--- config.mk ---
export PLATFORM = sky130hd
export DESIGN_NAME = balanced_strip_partitioner
export DESIGN_NICKNAME = d
export VERILOG_FILES = /design/src/hdl/bsp_pkg.sv /design/src/hdl/bsp_div.sv /design/src/hdl/balanced_strip_partitioner.sv
export SDC_FILE = /design/constraint.sdc
export NUM_CORES = 1
export LEC_CHECK = 0
export ABC_AREA = 1
export BUFFER_PORTS_ARGS = -buffer_cell sky130_fd_sc_hd__buf_4
export CAP_MARGIN = 20
export CELL_PAD_IN_SITES_DETAIL_PLACEMENT = 0
export CELL_PAD_IN_SITES_GLOBAL_PLACEMENT = 1
export CORE_ASPECT_RATIO = 0.5
export CORE_MARGIN = 2
export CORE_UTILIZATION = 44
export DETAILED_ROUTE_END_ITERATION = 8
export PLACE_DENSITY = 0.88
export SETUP_SLACK_MARGIN = 0.05
export SYNTH_ARGS = -nofsm -noshare
export SYNTH_HDL_FRONTEND = slang
export SYNTH_SLANG_ARGS = --single-unit
export TNS_END_PERCENT = 20
--- constraint.sdc ---
create_clock -name clk -period 4 [get_ports clk]
set_input_delay 0.2 -clock clk [delete_from_list [all_inputs] [get_ports clk]]
set_output_delay 0.2 -clock clk [all_outputs]
set_load 0.1 [all_outputs]
--- src/hdl/bsp_pkg.sv ---
package bsp_pkg;

  localparam int DIM_W       = 13;
  localparam int CNT_W       = 7;
  localparam int IN_TDATA_W  = 40;
  localparam int OUT_TDATA_W = 56;
  localparam int CFG_TDATA_W = 8;
  localparam int DIV_STEP_W  = 4;

  typedef logic [DIM_W-1:0] dim_t;
  typedef logic [CNT_W-1:0] cnt_t;

  typedef enum logic [1:0] {
    S_IDLE,
    S_DIV,
    S_EMIT
  } bsp_state_t;

endpackage

--- src/hdl/bsp_div.sv ---
// Restoring divider, one quotient bit per cycle.
module bsp_div (
  input  logic          clk,
  input  logic          rst_n,
  input  logic          start,
  input  bsp_pkg::dim_t dividend,
  input  bsp_pkg::cnt_t divisor,
  output logic          done,
  output bsp_pkg::dim_t quotient,
  output bsp_pkg::cnt_t remainder
);
  import bsp_pkg::*;

  logic                  busy_r, busy_nxt;
  logic                  done_r, done_nxt;
  logic [DIV_STEP_W-1:0] step_r, step_nxt;
  dim_t                  quo_r, quo_nxt;
  cnt_t                  rem_r, rem_nxt;
  cnt_t                  dsr_r, dsr_nxt;
  logic [CNT_W:0]        trial;
  logic [CNT_W:0]        diff;

  always_comb begin
    trial    = {rem_r, quo_r[DIM_W-1]};
    diff     = trial - {1'b0, dsr_r};
    busy_nxt = busy_r;
    done_nxt = 1'b0;
    step_nxt = step_r;
    quo_nxt  = quo_r;
    rem_nxt  = rem_r;
    dsr_nxt  = dsr_r;
    if (start) begin
      busy_nxt = 1'b1;
      step_nxt = '0;
      quo_nxt  = dividend;
      rem_nxt  = '0;
      dsr_nxt  = divisor;
    end else if (busy_r) begin
      // trial stays below twice the divisor, so it fits the remainder width
      rem_nxt  = diff[CNT_W] ? trial[CNT_W-1:0] : diff[CNT_W-1:0];
      quo_nxt  = {quo_r[DIM_W-2:0], ~diff[CNT_W]};
      step_nxt = step_r + 1'b1;
      if (step_r == DIV_STEP_W'(DIM_W - 1)) begin
        busy_nxt = 1'b0;
        done_nxt = 1'b1;
      end
    end
  end

  always_ff @(posedge clk) begin
    if (!rst_n) begin
      busy_r <= 1'b0;
      done_r <= 1'b0;
      step_r <= '0;
    end else begin
      busy_r <= busy_nxt;
      done_r <= done_nxt;
      step_r <= step_nxt;
    end
    quo_r <= quo_nxt;
    rem_r <= rem_nxt;
    dsr_r <= dsr_nxt;
  end

  assign done      = done_r;
  assign quotient  = quo_r;
  assign remainder = rem_r;

endmodule

--- src/hdl/balanced_strip_partitioner.sv ---
// Channel  Ports                       Beat
// -------  --------------------------  ---------------------------------------------
// in       in_tvalid/in_tready         one grid: height, width, segment count
// out      out_tvalid/out_tready       one strip's bounds; tlast on the last strip
// cfg      cfg_tvalid/cfg_tready       split_columns in bit 0, always ready
//
// An item is accepted, divided in the shared restoring divider (one quotient bit
// per step), handed over, then emitted one strip per cycle into the output register
// while out_tready does not stall it. A segment count of zero returns to idle at once.
// in_tready is high only when the sequencer is idle. A stalled out_tready holds
// the output register and pauses strip generation. Reset is synchronous, active low.
module balanced_strip_partitioner #(
  parameter int MAX_SEGMENTS = 64,
  parameter int MAX_DIM      = 4096
) (
  input  logic                            clk,
  input  logic                            rst_n,
  input  logic                            in_tvalid,
  output logic                            in_tready,
  // grid_height[12:0], grid_width[25:13], segment_count[32:26], zero pad
  input  logic [bsp_pkg::IN_TDATA_W-1:0]  in_tdata,
  output logic                            out_tvalid,
  input  logic                            out_tready,
  // row_first[12:0], row_last[25:13], col_first[38:26], col_last[51:39], zero pad
  output logic [bsp_pkg::OUT_TDATA_W-1:0] out_tdata,
  // final_strip
  output logic                            out_tlast,
  input  logic                            cfg_tvalid,
  output logic                            cfg_tready,
  // split_columns[0], zero pad
  input  logic [bsp_pkg::CFG_TDATA_W-1:0] cfg_tdata
);
  import bsp_pkg::*;

  localparam logic [16:0] DIM_LIMIT = 17'(MAX_DIM);
  localparam cnt_t        SEG_LIMIT = CNT_W'(MAX_SEGMENTS);

  bsp_state_t state_r, state_nxt;
  logic       split_cols_r;

  dim_t h_r, h_nxt;
  dim_t w_r, w_nxt;
  cnt_t n_r, n_nxt;
  cnt_t k_r, k_nxt;
  dim_t start_r, start_nxt;
  dim_t prev_r, prev_nxt;
  logic ended_r, ended_nxt;

  logic out_valid_r, out_valid_nxt;
  logic out_last_r, out_last_nxt;
  dim_t rf_r, rf_nxt, rl_r, rl_nxt, cf_r, cf_nxt, cl_r, cl_nxt;

  dim_t in_h, in_w, sat_h, sat_w;
  cnt_t in_n, sat_n;

  logic div_start, div_done;
  dim_t div_q;
  cnt_t div_r;

  logic accept, fire, ended_now;
  dim_t next_start, strip_last;

  assign in_h  = in_tdata[DIM_W-1:0];
  assign in_w  = in_tdata[2*DIM_W-1:DIM_W];
  assign in_n  = in_tdata[2*DIM_W+CNT_W-1:2*DIM_W];
  assign sat_h = ({4'b0, in_h} > DIM_LIMIT) ? DIM_W'(MAX_DIM) : in_h;
  assign sat_w = ({4'b0, in_w} > DIM_LIMIT) ? DIM_W'(MAX_DIM) : in_w;
  assign sat_n = (in_n > SEG_LIMIT) ? SEG_LIMIT : in_n;

  assign in_tready  = (state_r == S_IDLE);
  assign accept     = in_tvalid && in_tready;
  assign div_start  = accept && (sat_n != '0);
  assign cfg_tready = 1'b1;

  bsp_div u_div (
    .clk      (clk),
    .rst_n    (rst_n),
    .start    (div_start),
    .dividend (split_cols_r ? sat_w : sat_h),
    .divisor  (sat_n),
    .done     (div_done),
    .quotient (div_q),
    .remainder(div_r)
  );

  // strip k+1 starts q (+1 while k < r) past strip k
  assign next_start = start_r + div_q + DIM_W'(k_r < div_r);
  assign strip_last = next_start - 1'b1;
  assign ended_now  = (k_r != '0) && (ended_r || (start_r == prev_r));
  assign fire       = (state_r == S_EMIT) && (!out_valid_r || out_tready);

  always_comb begin
    state_nxt     = state_r;
    h_nxt         = h_r;
    w_nxt         = w_r;
    n_nxt         = n_r;
    k_nxt         = k_r;
    start_nxt     = start_r;
    prev_nxt      = prev_r;
    ended_nxt     = ended_r;
    out_valid_nxt = out_valid_r && !out_tready;
    out_last_nxt  = out_last_r;
    rf_nxt        = rf_r;
    rl_nxt        = rl_r;
    cf_nxt        = cf_r;
    cl_nxt        = cl_r;
    unique case (state_r)
      S_IDLE: begin
        if (accept) begin
          h_nxt = sat_h;
          w_nxt = sat_w;
          n_nxt = sat_n;
          if (sat_n != '0) state_nxt = S_DIV;
        end
      end
      S_DIV: begin
        if (div_done) begin
          k_nxt     = '0;
          start_nxt = '0;
          prev_nxt  = '0;
          ended_nxt = 1'b0;
          state_nxt = S_EMIT;
        end
      end
      S_EMIT: begin
        if (fire) begin
          out_valid_nxt = 1'b1;
          out_last_nxt  = (k_r == n_r - 1'b1);
          if (ended_now) begin
            rf_nxt = '1;
            rl_nxt = '1;
            cf_nxt = '1;
            cl_nxt = '1;
          end else if (split_cols_r) begin
            rf_nxt = '0;
            rl_nxt = h_r - 1'b1;
            cf_nxt = start_r;
            cl_nxt = strip_last;
          end else begin
            rf_nxt = start_r;
            rl_nxt = strip_last;
            cf_nxt = '0;
            cl_nxt = w_r - 1'b1;
          end
          ended_nxt = ended_now;
          prev_nxt  = start_r;
          start_nxt = next_start;
          k_nxt     = k_r + 1'b1;
          if (k_r == n_r - 1'b1) state_nxt = S_IDLE;
        end
      end
      default: state_nxt = S_IDLE;
    endcase
  end

  always_ff @(posedge clk) begin
    if (!rst_n) begin
      state_r      <= S_IDLE;
      split_cols_r <= 1'b0;
      out_valid_r  <= 1'b0;
    end else begin
      state_r     <= state_nxt;
      out_valid_r <= out_valid_nxt;
      if (cfg_tvalid && cfg_tready) split_cols_r <= cfg_tdata[0];
    end
    h_r        <= h_nxt;
    w_r        <= w_nxt;
    n_r        <= n_nxt;
    k_r        <= k_nxt;
    start_r    <= start_nxt;
    prev_r     <= prev_nxt;
    ended_r    <= ended_nxt;
    out_last_r <= out_last_nxt;
    rf_r       <= rf_nxt;
    rl_r       <= rl_nxt;
    cf_r       <= cf_nxt;
    cl_r       <= cl_nxt;
  end

  assign out_tvalid = out_valid_r;
  assign out_tlast  = out_last_r;
  assign out_tdata  = {4'b0, cl_r, cf_r, rl_r, rf_r};

endmodule

Word level (Yosys, flattened, before mapping):

Cells that the tools add are included.

* output and inout bits: 60
* word-level logic and storage cells: 101
* register bits: 157

* equality and inequality tests: 10
* bitwise gates (word level): 3
* magnitude comparators: 4
* mux-type cells: 34
* reductions and logical operators: 20
* add/subtract/negate cells: 9

Operators by type and width (number)
* 13-bit two-way mux: 12
* 13-bit one-hot mux with 2 select lines: 2
* 13-bit by 1-bit subtractor with 13-bit output (second input constant): 3
* 7-bit two-way mux: 4
* 13-bit > comparator (second input constant): 2
* 7-bit one-hot mux with 2 select lines: 1
* 7-bit nonzero test: 2
* 13-bit by 1-bit adder with 13-bit output: 1
* 13-bit adder: 1
* 13-bit equality test: 1
* 2-bit two-way mux: 5
* 1-bit two-way mux: 8
* 2-bit by 1-bit != test with 1-bit output (second input constant): 4
* 8-bit by 7-bit subtractor with 8-bit output: 1
* 7-bit by 1-bit adder with 7-bit output (second input constant): 1
* 7-bit equality test: 1
* 7-bit > comparator (second input constant): 1
* 7-bit < comparator: 1
* 7-bit by 1-bit subtractor with 7-bit output (second input constant): 1
* 2-bit one-hot mux with 3 select lines: 1
* 1-bit logical AND: 5
* 5-bit AND reduction: 1
* 4-bit by 1-bit adder with 4-bit output (second input constant): 1
* 4-bit equality test (second input constant): 1
* other kinds (13): 19

Logic depth before layout (Yosys ltp):

Gate-level depths: netlist (run 1).

* word-level depth: 6
* gate-level depth with buffers: 22
* depth with buffers taken out: 22

Modules after synthesis:

A second synthesis (run 1) with hierarchy kept.

* cells, all modules: 1046
* area total of the unflattened synthesis: 8918.6 um2

Modules (own cells, without submodules)
* balanced_strip_partitioner: area an instance 7139.3 um2, times used 1, cells each 830, sequential area each 3683.5 um2
* bsp_div: area an instance 1779.2 um2, times used 1, cells each 216, sequential area each 860.8 um2

Least setup slack after synthesis (run 1):

Ideal clock, no wire load.

* path type: reg2reg
* start point: register out_valid_r, in the netlist out_tvalid
* end point: register ended_r, enable pin
* period minus slack after synthesis: 3.748 ns
* required time: 3.528 ns
* arrival: 3.276 ns
* slack: 0.252 ns
* cell stages (with the launch flop): 4
* setup time: 0.472 ns
* path through: dfxtp_1 > inv_1 > nor2_1 > o21ai_0

* word-level cells in the longest chain between the ends: 5

RTL lines
* start: declaration: line balanced_strip_partitioner.sv:49 `logic out_valid_r, out_valid_nxt;`
* start signal: assignment: line balanced_strip_partitioner.sv:163 `out_valid_r <= out_valid_nxt;`
* 1-bit zero test: line balanced_strip_partitioner.sv:90 `assign fire = (state_r == S_EMIT) && (!out_valid_r || out_tready);`
* 1-bit logical OR: line balanced_strip_partitioner.sv:90
* 1-bit logical AND: line balanced_strip_partitioner.sv:90
* 2-bit != test (no source line)
* 3-bit AND reduction (no source line)
* end signal: assignment: line balanced_strip_partitioner.sv:172 `ended_r <= ended_nxt;`
* end: declaration: line balanced_strip_partitioner.sv:47 `logic ended_r, ended_nxt;`

Every way passes these cells.
A chain may end at the register's enable or synchronous reset.

Final worst setup path (run 1):

* start point: register k_r[6]
* end point: register rl_r[10] (data pin)

* word-level cells in the longest chain between the ends: 4
* elaborated cells between the ends (all ways): 6

RTL lines
* start: declaration: line balanced_strip_partitioner.sv:44 `cnt_t k_r, k_nxt;`
* start signal: assignment: line balanced_strip_partitioner.sv:169 `k_r <= k_nxt;`
* 7-bit < comparator: line balanced_strip_partitioner.sv:87 `assign next_start = start_r + div_q + DIM_W'(k_r < div_r);`
* 13-bit by 1-bit adder with 13-bit output: line balanced_strip_partitioner.sv:87
* 13-bit by 1-bit subtractor with 13-bit output: line balanced_strip_partitioner.sv:88 `assign strip_last = next_start - 1'b1;`
* 13-bit two-way mux: line balanced_strip_partitioner.sv:134 `end else if (split_cols_r) begin`
* end signal: assignment: line balanced_strip_partitioner.sv:175 `rl_r <= rl_nxt;`
* end: declaration: line balanced_strip_partitioner.sv:51 `dim_t rf_r, rf_nxt, rl_r, rl_nxt, cf_r, cf_nxt, cl_r, cl_nxt;`

Parallel ways exist; a longest one is shown, timed or not.

==> results of run 1 <==
[timing repair]
item / CTS / global route
setup endpoints to repair: 0 / 12
gates resized for setup: 0 / 2
hold endpoints to repair: 2 / 0
hold buffers: 2 / 0
buffers inserted: 0 / 3
[final timing paths]
kind | end | slack (ps) | cells after the start
setup / recovery | rl_r[10] | 330 | 18
hold / removal | split_cols_r | 30 | 3
setup reg to reg | rl_r[10] | 330 | 18
hold reg to reg | u_div.remainder[6] | 470 | 2
[layout make-up]
class,instances,area share [%]
Sequential cell,157,43.6
Multi-Input combinational cell,664,34.2
Timing Repair Buffer,106,7.68
Inverter,160,5.76
Clock buffer,19,4.15
Tap cell,266,3.19
Clock inverter,13,1.37
[kinds of logic (layout without fill, tap and decap cells)]
logic type	after synthesis	count (layout)	share of synthesized area, %
other	2	5	0.0848
buffers and inverters	193	298	8.69
AND/OR/NAND/NOR	457	457	23.1
AO/OA/AOI/OAI	137	137	8.58
adder cells (fa/ha/maj)	35	35	5.20
XOR/XNOR	30	30	2.97
flip-flops	157	157	51.3
[placed cells by master (no fill, tap or decap), types with 13 or more instances in the layout]
cell and count:
buf_4 104, ha_1 32, edfxtp_1 140, nand2_1 187, clkbuf_16 17, nand4_1 19, o21ai_0 61, nor2_1 124
dfxtp_1 17, inv_1 152, a21oi_1 36, o211ai_1 13, nand3_1 67, xor2_1 18
[state kept, by name, indices dropped and copies added, names as in the netlist, 13 cells and up]
register / count
cl_r: 13
start_r: 13
u_div.quotient: 13
cf_r: 13
rf_r: 13
h_r: 13
w_r: 13
prev_r: 13
rl_r: 13
[routing by layer]
metal	wire (microns)	track usage, %
met1	9830	27.0
met2	9870	33.2
met3	1090	4.42
met4	192	4.97
met5	0	0
[worst reg2reg max path: stages, from the launching register on]
cell       delay (ps)
edfxtp_1          480
ha_1              390
nand2_1            80
nor2_1             50
a2111oi_2         290
buf_4             180
fa_1              220
inv_1              70
fa_1              540
ha_1              160
inv_1              60
nor2_2            110
nand3_2           120
nor2_4            140
nand3_4           110
nor2_2            150
nand2_1            80
nand3_1            90
nand3_1            80
[power by group through the flow]
stage | logic, mW | clock network [mW] | registers, mW
final | 1.05 | 1.59 | 1.95
after floorplan | 0.804 | 0 | 1.95
after detailed placement | 1.04 | 0 | 1.99
after CTS | 1.04 | 1.61 | 1.95
after global placement | 1.01 | 0 | 1.98
after global routing | 1.19 | 1.67 | 1.96
[through the flow]
stage               instances  hold slack (ps)
finish                   1385             26.6
global placement         1348              418
global route             1385             36.4
CTS                      1382             22.9
floorplan                1014              339
detailed placement       1348              418
==> impl.org, run 1 <==
** Place
- Count of input and output buffers :: 93
- Placed wire-length estimate :: 16200 microns
- Area of placed instances :: 0.00980 sq mm
- Worst slack at placement :: 205 ps
- At the end of routability-driven placement, the weighted congestion stood at 0.901.

** Synth
- Commonest register cell after synthesis :: edfxtp_1
- Async set-reset flop share out of synthesis :: 0%
- After synthesis, the largest area contributor takes up 47.5% of total cell area.
- Top post-synthesis cells by count :: 187 x nand2_1, 152 x inv_1, 140 x edfxtp_1
- In the post-synthesis netlist, the cell with the most instances is nand2_1.
- Post-synthesis cell count :: 1011
- The Yosys step of the flow raised 0 warnings.
- Of the synthesized area, sequential elements account for 51.3%.
- Synth area leaders :: edfxtp_1 47%, nand2_1 7.9%, inv_1 6.4%, nor2_1 5.3%, ha_1 4.5%
- Counting flops with a built-in enable in the synthesized netlist gives 140.
- The synthesized design contains 157 register bits.
- Of all cell types, the one taking the most synthesized area is edfxtp_1.
- The number of different library cells used by synthesis comes to 44.
- Average cell area after synthesis :: 8.76 sq um
- Summed instance area of the synthesized netlist :: 0.00885 sq mm

** Clocking
- Clock tree from TritonCTS :: done
- Counting every sink on the clock net gives 157.
- The clock passes through at most 2 buffers.
- Clock latency on the worst-skew pair, taken at its later pin, is 430 ps.
- Clock Pin Slew Worst Setup and Hold Paths :: 60 ps
- Maximum level of the CTS H-tree :: 4
- Inserted Clock Buffers :: 17
- The cell sitting at the root of the clock tree is a clkbuf_16.

** STA
- Tcrit/Tclk final :: 91.8%
- The clock arrives with 11.1 ps of skew.
- Final hold violation count :: 0
- Slew @ Worst Pin :: 776 ps
- The clock period could shrink to 3670 ps.
- Minimum setup slack in the final design :: 327 ps
- Highest Clock Rate :: 272 MHz
- The final number of max-transition violations is 0.
- Setup-failing EPs final :: 0
- Setup repair after global routing left no endpoint under its margin.
- In the final timing run, aggregate negative setup slack is 0 ps.
- Headroom to the max-slew limit came out at 48.1%.

** Power
- Peak VDD IR :: 0.292 mV
- In this run switching power makes up 31.2% of total power.
- Of the total power, registers draw 42.5%.
- Logic gate share of total power :: 22.9%
- In this run the power spent charging and discharging nets is 1.43 mW.
- Total power divided by cell area :: 441 mW/mm^2
- Summed over all cells, the static leakage comes to 4.45 nW.
- Cell-internal power :: 3.16 mW
- Overall power of the completed layout :: 4.60 mW
- The clock network is responsible for 34.6% of the overall power.

** Floorplanning
- Core area :: 0.0196 sq mm
- Num rows :: 36
- The floorplan step defined a die boundary enclosing 0.0213 sq mm.
- Overall die height :: 104 microns
- Initial standard-cell utilization of the core :: 45.2%
- Die Wd :: 205 microns
- IO Count :: 113

** Route
- DRC violation count after routing :: 0
- Avg Vias per Cell :: 5.04
- First DRT Iteration DRCs :: 455
- Post-route antenna net violation count :: 0
- Summed over all layers, the routed wires come to 21000 microns.
- In the final routed layout, each cell accounts on average for 15.1 microns.
- Across all layers, the routed design uses 6986 vias.
- The pre-antenna-repair detailed-routing pass consisted of 6 iterations.

** Final layout
- Cell area after layout :: 0.0104 sq mm
- Area grow syn2layout :: 17.7%
- Nets@finish :: 1194
- Share of final-layout standard cells stronger than drive strength 1 :: 15.4%
- The sequential cells in the finished layout cover a total of 0.00454 sq mm.
- The layout has 1789 filler cells.
- Layout Utilization :: 53.2%
- Final antenna diode count :: 0
- Summing all multi-input logic gate instances after layout gives 0.00357 sq mm.

** GRT
- GRT Total Usage :: 20.2%
- Maximum number of pins on one net before global-route repair :: 51
- The number of antenna violations at the first check in global routing was 0.
- After global routing the overflow that remains totals 0.
- The first global-routing pass estimated 32900 microns of wire.
- Vias in the first global route :: 6367

** Run
- Max-cap violations in this run came to 0.

** Setup path
- The worst setup path is captured at a flip-flop.
- At the worst endpoint, the arrival time is 3810 ps.
- For this run, the slowest stage of the critical path takes 540 ps.
- Type of origin of the critical path :: flip-flop
- Along the worst path, the maximum fanout reaches 5.
- For this design, the slowest cell found on the critical path is fa_1.
- The critical path contains buffers and inverters numbering 3 combined.
- Tracing the worst setup path back leads to its startpoint at k_r[6].
- For the worst setup path, the data required time is 4140 ps.
- CP top delay family :: adder cells
- The worst register-to-register path begins at k_r[6].
- The worst setup path is of the flip-flop to flip-flop kind.
- The signal on the critical path passes through ha_1, nand2_1, nor2_1, a2111oi_2, buf_4, fa_1, inv_1, fa_1, ha_1, inv_1, nor2_2, nand3_2, nor2_4, nand3_4, nor2_2, nand2_1, nand3_1, nand3_1.

** Hold path
- The path class of the tightest hold or removal check is input port to flip-flop.
- The worst hold path begins at cfg_tdata[0].

** Run status
- The run finished with clean final reports.
No activity file was read; power rests on OpenSTA's default activity.
==> run 2: changes to the inputs <==
==> constraint.sdc (replaced) <==
create_clock -name clk -period 3.9 [get_ports clk]
set_input_delay 0.195 -clock clk [delete_from_list [all_inputs] [get_ports clk]]
set_output_delay 0.195 -clock clk [all_outputs]
set_load 0.1 [all_outputs]
==> run 2 against run 1 <==
Routed wire length is 1.6% higher. Combinational power rose by 7%. Final area is 1.1% higher. First-iteration DRC count is 3.3% higher. Clock power up 6%. Sequential share of layout area down 0.44 points. Via count increased by 1.4%. Critical endpoint is now cl_r[10]. Highest routed layer unchanged.
==> impl.org, run 2 (synthesized netlist as in run 1, its figures left out) <==
** Run status
- Outcome :: finished clean (unchanged)

** Power
- The sequential power share was 41.7% (was 42.5%).
- The clock network fraction of total power was 35.1% (was 34.6%).
- The static leakage was 4.50 nW (was 4.45 nW).
- The net switching component of the power is 1.47 mW (was 1.43 mW).
- Switching fraction of total power :: 30.6% (was 31.2%)
- The maximum resistive drop on vdd came to 0.277 mV (was 0.292 mV).
- The cell internal power dissipation was 3.34 mW (was 3.16 mW).
- Logic gate share of total power :: 23.3% (was 22.9%)
- The power per standard cell area is 457 mW/mm^2 (was 441 mW/mm^2).

** STA
- Final hold slack :: 40.9 ps (was 26.6 ps)
- The final hold violation count came to 0 (unchanged).
- Highest Clock Rate :: 274 MHz (was 272 MHz)
- The final number of max-transition violations came to 0 (unchanged).
- The period utilization was 93.5% (was 91.8%).
- Relative slew margins :: 36.8% (was 48.1%)
- The final worst clock skew was 9.77 ps (was 11.1 ps).
- Unrepaired setup endpoints after global routing: no (unchanged).
- The final period demand of the worst path is 3640 ps (was 3670 ps).
- Final sum of negative setup slack :: 0 ps (unchanged)
- Slew @ Worst Pin :: 946 ps (was 776 ps)
- The setup violation total in the final timing report was 0 (unchanged).
- Minimum setup slack in the final design :: 255 ps (was 327 ps)

** Route
- The number of detailed-routing iterations run before antenna repair was 6 (unchanged).
- The total length of routed met3 wires is 1210 microns (was 1090 microns).
- Total routed wire length on the met1 layer :: 9640 microns (was 9830 microns)
- Metal2 WL :: 10100 microns (was 9870 microns)
- Post-route antenna net violation count :: 0 (unchanged)
- The total DRC errors in the routed layout came to 0 (unchanged).
- Number of vias in the routed layout :: 7082 (was 6986)
- First DRT Iteration DRCs :: 470 (was 455)
- Avg Vias per Cell :: 5.09 (was 5.04)
- The sum of routed wire length over all layers is 21300 microns (was 21000 microns).
- The top routing layer in use was met4 (unchanged).
- Routed length per instance :: 15.3 microns (was 15.1 microns)

** Floorplanning
- The die span in x came to 205 microns (unchanged).
- The total I/O pin count came to 113 (unchanged).
- Overall die height :: 104 microns (unchanged)
- Num rows :: 36 (unchanged)
- Floorplan die area :: 0.0213 sq mm (unchanged)
- Core area :: 0.0196 sq mm (unchanged)
- Initial standard-cell utilization of the core :: 45.2% (unchanged)

** GRT
- The number of global-route vias before repair is 6426 (was 6367).
- The number of antenna violations at the first check in global routing came to 0 (unchanged).
- First-pass GRT wire length :: 33000 microns (was 32900 microns)
- Maximum number of pins on one net before global-route repair :: 51 (unchanged)
- The overall fraction of global-route tracks in use was 20.3% (was 20.2%).
- Total grt overflow :: 0 (unchanged)

** Setup path
- Critical register-to-register path startpoint :: k_r[5] (was k_r[6])
- The data arrival at the endpoint of the critical path came to 3770 ps (was 3810 ps).
- The critical path capture point type was a flip-flop (unchanged).
- Worst path cell trace: ha_1, nand2_1, nor2_1, a2111oi_2, buf_4, fa_2, inv_1, fa_1, ha_1, inv_1, nor2_2, nand3_2, nor2_4, nand3_4, nor2_4, nand2_1, nand3_1, nand3_1 (was ha_1, nand2_1, nor2_1, a2111oi_2, buf_4, fa_1, inv_1, fa_1, ha_1, inv_1, nor2_2, nand3_2, nor2_4, nand3_4, nor2_2, nand2_1, nand3_1, nand3_1).
- The startpoint kind of the worst setup timing path was a flip-flop (unchanged).
- Crit path max fanout :: 5 (unchanged)
- Delay of the slowest critical-path stage :: 560 ps (was 540 ps)
- The launch point of the critical path was k_r[5] (was k_r[6]).
- Slowest-stage cell, CP :: fa_1 (unchanged)
- The kind of critical path was flip-flop to flip-flop (unchanged).
- Required time worst endpoint :: 4030 ps (was 4140 ps)

** Clocking
- Clock insertion delay at the later pin of the skew report :: 430 ps (about the same)
- Clock tree buffer depth :: 2 (unchanged)
- Inserted Clock Buffers :: 17 (unchanged)
- Maximum level of the CTS H-tree :: 4 (unchanged)
- Clock tree from TritonCTS :: done (unchanged)
- The number of clock sinks seen by CTS was 157 (unchanged).
- Cell chosen for the clock root :: clkbuf_16 (unchanged)
- Clock Pin Slew Worst Setup and Hold Paths :: 60 ps (about the same)

** Final layout
- The count of antenna diodes in the layout came to 0 (unchanged).
- The cell area after layout is 0.0105 sq mm (was 0.0104 sq mm).
- Area grow syn2layout :: 19.0% (was 17.7%)
- Top library cells by usage in the layout, fill and taps aside: 187 x nand2_1, 152 x inv_1, 140 x edfxtp_1, 124 x nor2_1, 111 x buf_4 (was 187 x nand2_1, 152 x inv_1, 140 x edfxtp_1, 124 x nor2_1, 104 x buf_4).
- The count of nets after finishing came to 1201 (was 1194).
- The most frequent standard cell in the layout excluding fill and tap cells was nand2_1 (unchanged).
- The final design utilization came to 53.8% (was 53.2%).
- The fraction of final layout cells sized beyond drive strength 1 was 16.4% (was 15.4%).

** Place
- Area of placed instances :: 0.00981 sq mm (was 0.00980 sq mm)
- Final weighted congestion in routability-driven placement :: 0.916 (was 0.901)
- The pre-CTS setup slack is 36.5 ps (was 205 ps).
- Placed wire-length estimate :: 16400 microns (was 16200 microns)
- The port buffer count came to 93 (unchanged).

** Run
- Max Cap Violations :: 0 (unchanged)

** Hold path
- The worst min-delay path category is input port to flip-flop (unchanged).
- Hold path startpoint :: in_tdata[32] (was cfg_tdata[0])
## run 2: changes by cell type in the layout (fill, tap and decap cells not counted), moves of 2 or more
cell	previous run	this run
buf_4	104	111
dfxtp_1	17	15
dfxtp_2	0	2
ha_1	32	30
ha_4	0	2
## run 2: worst paths after layout
path	endpoint	slack (ps)	cells past startpoint
max	cl_r[10]	260	18
min	u_div.dsr_r[6]	40	1
max reg2reg	cl_r[10]	260	18
min reg2reg	u_div.remainder[6]	460	2
## run 2: final cells by class
class | count | area (sq um)
clock buffers | 19 | 433
clock inverters | 12 | 164
fillers | 1801 | 9060
inverters | 160 | 601
well taps | 266 | 333
multi-input cells | 664 | 3600
flip-flops and latches | 157 | 4550
repair buffers | 113 | 853
## run 2: worst max-delay path, delay by kind of cell, from the launching register on
family,cells,cell delay (ps)
buffers and inverters,3,300
adder cells (fa/ha/maj),4,1260
flip-flops,1,410
AND/OR/NAND/NOR,10,1020
AO/OA/AOI/OAI,1,360
## run 2: metal layers
metal,up-vias,track usage (%)
li1,3562,-
met1,3326,27.0
met2,169,33.2
met3,25,4.45
met4,0,6.21
met5,-,0
## run 2: power groups by stage
stage	combinational [mW]	sequential (mW)	clock [mW]
global placement	1.04	2.03	0
global route	1.25	2.01	1.77
floorplan	0.824	2.00	0
finish	1.12	2.00	1.69
CTS	1.07	2.00	1.71
detailed placement	1.06	2.03	0
## run 2: what timing repair did
item,in CTS,in global routing
endpoints found under the hold margin,2,0
setup buffers,0,8
setup endpoints to repair,4,18
pin swaps,0,6
hold buffers,2,0
resized for setup,1,8
## run 2: per-stage QoR
step                      cells  power [mW]
after global routing       1391        5.03
after global placement     1350        3.07
after CTS                  1383        4.77
after floorplan            1014        2.83
final                      1391        4.81
after detailed placement   1350        3.10
==> run 3: changes to the inputs <==
--- a/config.mk
+++ b/config.mk
@@ -13,6 +13,7 @@
 export CORE_ASPECT_RATIO = 0.5
 export CORE_MARGIN = 2
 export CORE_UTILIZATION = 44
+export CTS_BUF_LIST = sky130_fd_sc_hd__clkbuf_16
 export DETAILED_ROUTE_END_ITERATION = 8
 export PLACE_DENSITY = 0.88
 export SETUP_SLACK_MARGIN = 0.05
==> run 3 against run 2 <==
Sequential cell count did not move. Non-clock buffer count is the same. Register-to-register slack is essentially flat. Count of clock-buffer cells in the layout is 2 lower. Via count about the same. Total power barely moved. Critical endpoint unchanged.
==> impl.org, run 3 (synthesized netlist as in run 1, its figures left out) <==
** STA
- Setup-failing EPs final :: 0 (unchanged)
- Tcrit/Tclk final :: 93.5% (about the same)
- Final hold slack :: 38.2 ps (was 40.9 ps)
- Number of max-slew violations in the final report :: 0 (unchanged)
- The final worst clock skew is 10.6 ps (was 9.77 ps).
- The minimum setup slack in the final design came to 254 ps (was 255 ps).
- Final sum of negative setup slack :: 0 ps (unchanged)
- Unrepaired setup endpoints after global routing: no (unchanged).
- Highest Clock Rate :: 274 MHz (about the same)
- The headroom to the max-slew limit was 36.8% (about the same).
- The actual transition at the worst max-transition pin is 945 ps (was 946 ps).
- Final hold violation count :: 0 (unchanged)
- The final period demand of the worst path was 3650 ps (was 3640 ps).

** Clocking
- The number of clock buffers inserted by TritonCTS was 17 (unchanged).
- The number of clock sinks seen by CTS is 157 (unchanged).
- The clock tree from TritonCTS is done (unchanged).
- The CTS clock-pin slew for the worst setup and hold paths came to 60 ps (about the same).
- The maximum root-to-sink buffer count came to 2 (unchanged).
- The number of H-tree levels is 4 (unchanged).
- Cell chosen for the clock root :: clkbuf_16 (unchanged)
- Clock insertion delay at the later pin of the skew report :: 430 ps (about the same)

** Final layout
- The cell area after layout is 0.0105 sq mm (unchanged).
- Final cell count without fillers :: 1391 (unchanged)
- The synthesis-to-finish area growth is 19.0% (unchanged).
- The area of the multi-input gates was 0.00360 sq mm (unchanged).
- The fraction of final layout cells sized beyond drive strength 1 is 16.4% (unchanged).
- The final design utilization was 53.8% (unchanged).
- Count of fill cells added during filler insertion :: 1801 (unchanged)
- Top library cells by usage in the layout, fill and taps aside: 187 x nand2_1, 154 x inv_1, 140 x edfxtp_1, 124 x nor2_1, 111 x buf_4 (was 187 x nand2_1, 152 x inv_1, 140 x edfxtp_1, 124 x nor2_1, 111 x buf_4).
- The most frequent standard cell in the layout excluding fill and tap cells is nand2_1 (unchanged).
- The count of nets after finishing was 1201 (unchanged).
- Area taken by flip-flops and latches :: 0.00455 sq mm (unchanged)
- Final antenna diode count :: 0 (unchanged)

** Route
- Routed length per instance :: 15.3 microns (about the same)
- Final wirelength :: 21300 microns (about the same)
- The total DRC errors in the routed layout came to 0 (unchanged).
- The number of nets with antenna violations after detailed routing came to 0 (unchanged).
- Number of vias in the routed layout :: 7075 (was 7082)
- The number of detailed-routing iterations run before antenna repair is 7 (was 6).
- The via density per instance was 5.09 (about the same).
- The detailed router's first-iteration violation count came to 467 (was 470).

** Setup path
- CP top delay family :: adder cells (unchanged)
- Classification of the worst setup path :: flip-flop to flip-flop (unchanged)
- The cell with the biggest individual delay on the critical path was fa_1 (unchanged).
- The source of the worst register-to-register timing path is k_r[5] (unchanged).
- Worst-case reg-to-reg path depth :: 18 (unchanged)
- The buffer and inverter count on the worst path came to 3 (unchanged).
- Levels on crit path :: 18 (unchanged)
- The largest stage delay on the critical path came to 560 ps (about the same).
- The capture point of the worst reg-to-reg path is cl_r[10] (unchanged).
- Kind of end point of the critical path :: flip-flop (unchanged)
- The setup slack on the worst flop-to-flop path is 250 ps (was 260 ps).
- Worst path cell trace :: ha_1, nand2_1, nor2_1, a2111oi_2, buf_4, fa_2, inv_1, fa_1, ha_1, inv_1, nor2_2, nand3_2, nor2_4, nand3_4, nor2_4, nand2_1, nand3_1, nand3_1 (unchanged)
- Crit path max fanout :: 5 (unchanged)
- The startpoint kind of the worst setup timing path was a flip-flop (unchanged).
- Required time worst endpoint :: 4030 ps (about the same)
- Data arrival time of the critical path :: 3780 ps (was 3770 ps)

** Power
- The cell internal power dissipation was 3.33 mW (was 3.34 mW).
- The static leakage came to 4.50 nW (about the same).
- Logic gate share of total power :: 23.3% (about the same)
- The sequential power share was 41.7% (about the same).
- Share of power burned in the clock network :: 35.1% (about the same)
- The net switching component of the power is 1.48 mW (was 1.47 mW).
- Overall power of the completed layout :: 4.81 mW (about the same)
- Peak VDD IR :: 0.278 mV (was 0.277 mV)
- Switching fraction of total power :: 30.7% (was 30.6%)
- The power per standard cell area came to 456 mW/mm^2 (was 457 mW/mm^2).

** Floorplanning
- Floorplan die area :: 0.0213 sq mm (unchanged)
- The total I/O pin count is 113 (unchanged).
- The vertical die dimension was 104 microns (unchanged).
- The starting density of the core was 45.2% (unchanged).
- The row count came to 36 (unchanged).
- The die span in x is 205 microns (unchanged).
- Core area :: 0.0196 sq mm (unchanged)

** Place
- The global placer's final weighted congestion was 0.916 (unchanged).
- The port buffer count came to 93 (unchanged).
- The area of placed instances came to 0.00981 sq mm (unchanged).
- The sum of net half-perimeters after detailed placement was 16400 microns (unchanged).
- # placed instances :: 1350 (unchanged)
- Worst slack at placement :: 36.5 ps (unchanged)

** Hold path
- Cell depth of the worst hold path :: 1 (unchanged)
- The startpoint of the worst hold path is in_tdata[32] (unchanged).
- The worst min-delay path category is input port to flip-flop (unchanged).
- Terminating pin of the worst hold path :: u_div.dsr_r[6] (unchanged)

** GRT
- Maximum number of pins on one net before global-route repair :: 51 (unchanged)
- Vias in the first global route :: 6426 (unchanged)
- Total grt overflow :: 0 (unchanged)
- Antenna violations before repair :: 0 (unchanged)
- First-pass GRT wire length :: 33000 microns (unchanged)
- The overall fraction of global-route tracks in use was 20.3% (unchanged).

** Run
- Max Cap Violations :: 0 (unchanged)

** Run status
- Outcome: finished clean (unchanged).
run 3: per-layer routing:
layer / vias up / track usage [%] / share of wire, % / wire (microns)
li1: 3562 / - / - / -
met5: - / 0 / 0 / 0
met3: 25 / 4.45 / 5.6 / 1190
met2: 175 / 33.2 / 47 / 10100
met4: 0 / 6.21 / 1.8 / 382
met1: 3313 / 27.0 / 45 / 9640
run 3: worst max path at each step:
stage,slack [ps],end,startpoint
finish,250,cl_r[10],k_r[5]
global route,50,cl_r[10],k_r[2]
CTS,70,cl_r[10],k_r[2]
detailed placement,40,cl_r[10],k_r[2]
global placement,150,rl_r[10],k_r[2]
floorplan,150,ended_r,out_tvalid
run 3: worst register-to-register path, stage by stage (launching register included):
cell and delay [ps]:
edfxtp_1 410, ha_1 340, nand2_1 80, nor2_1 50, a2111oi_2 360, buf_4 190, fa_2 200, inv_1 50
fa_1 560, ha_1 160, inv_1 60, nor2_2 120, nand3_2 100, nor2_4 160, nand3_4 120, nor2_4 130
nand2_1 80, nand3_1 90, nand3_1 90
run 3: layout make-up:
cell class                 count  share of cell area (%)
clock buffer                  17                    4.04
clock inverter                14                    1.63
inverter                     160                    5.70
multi-input combinational    664                    34.2
sequential                   157                    43.2
tap                          266                    3.16
timing repair buffer         113                    8.10
run 3: timing repair:
item / CTS / global route
setup buffers: 0 / 8
pin swaps: 0 / 6
hold endpoints to repair: 2 / 0
setup endpoints to repair: 4 / 18
resized for setup: 1 / 8
gates cloned: 0 / 0
hold buffers: 2 / 0
run 3: power by group through the flow:
stage,Clock (mW),Combinational (mW),Sequential [mW]
after global placement,0,1.04,2.03
after global routing,1.76,1.25,2.01
after detailed placement,0,1.06,2.03
after floorplan,0,0.824,2.00
after CTS,1.70,1.07,2.00
final,1.69,1.12,2.00
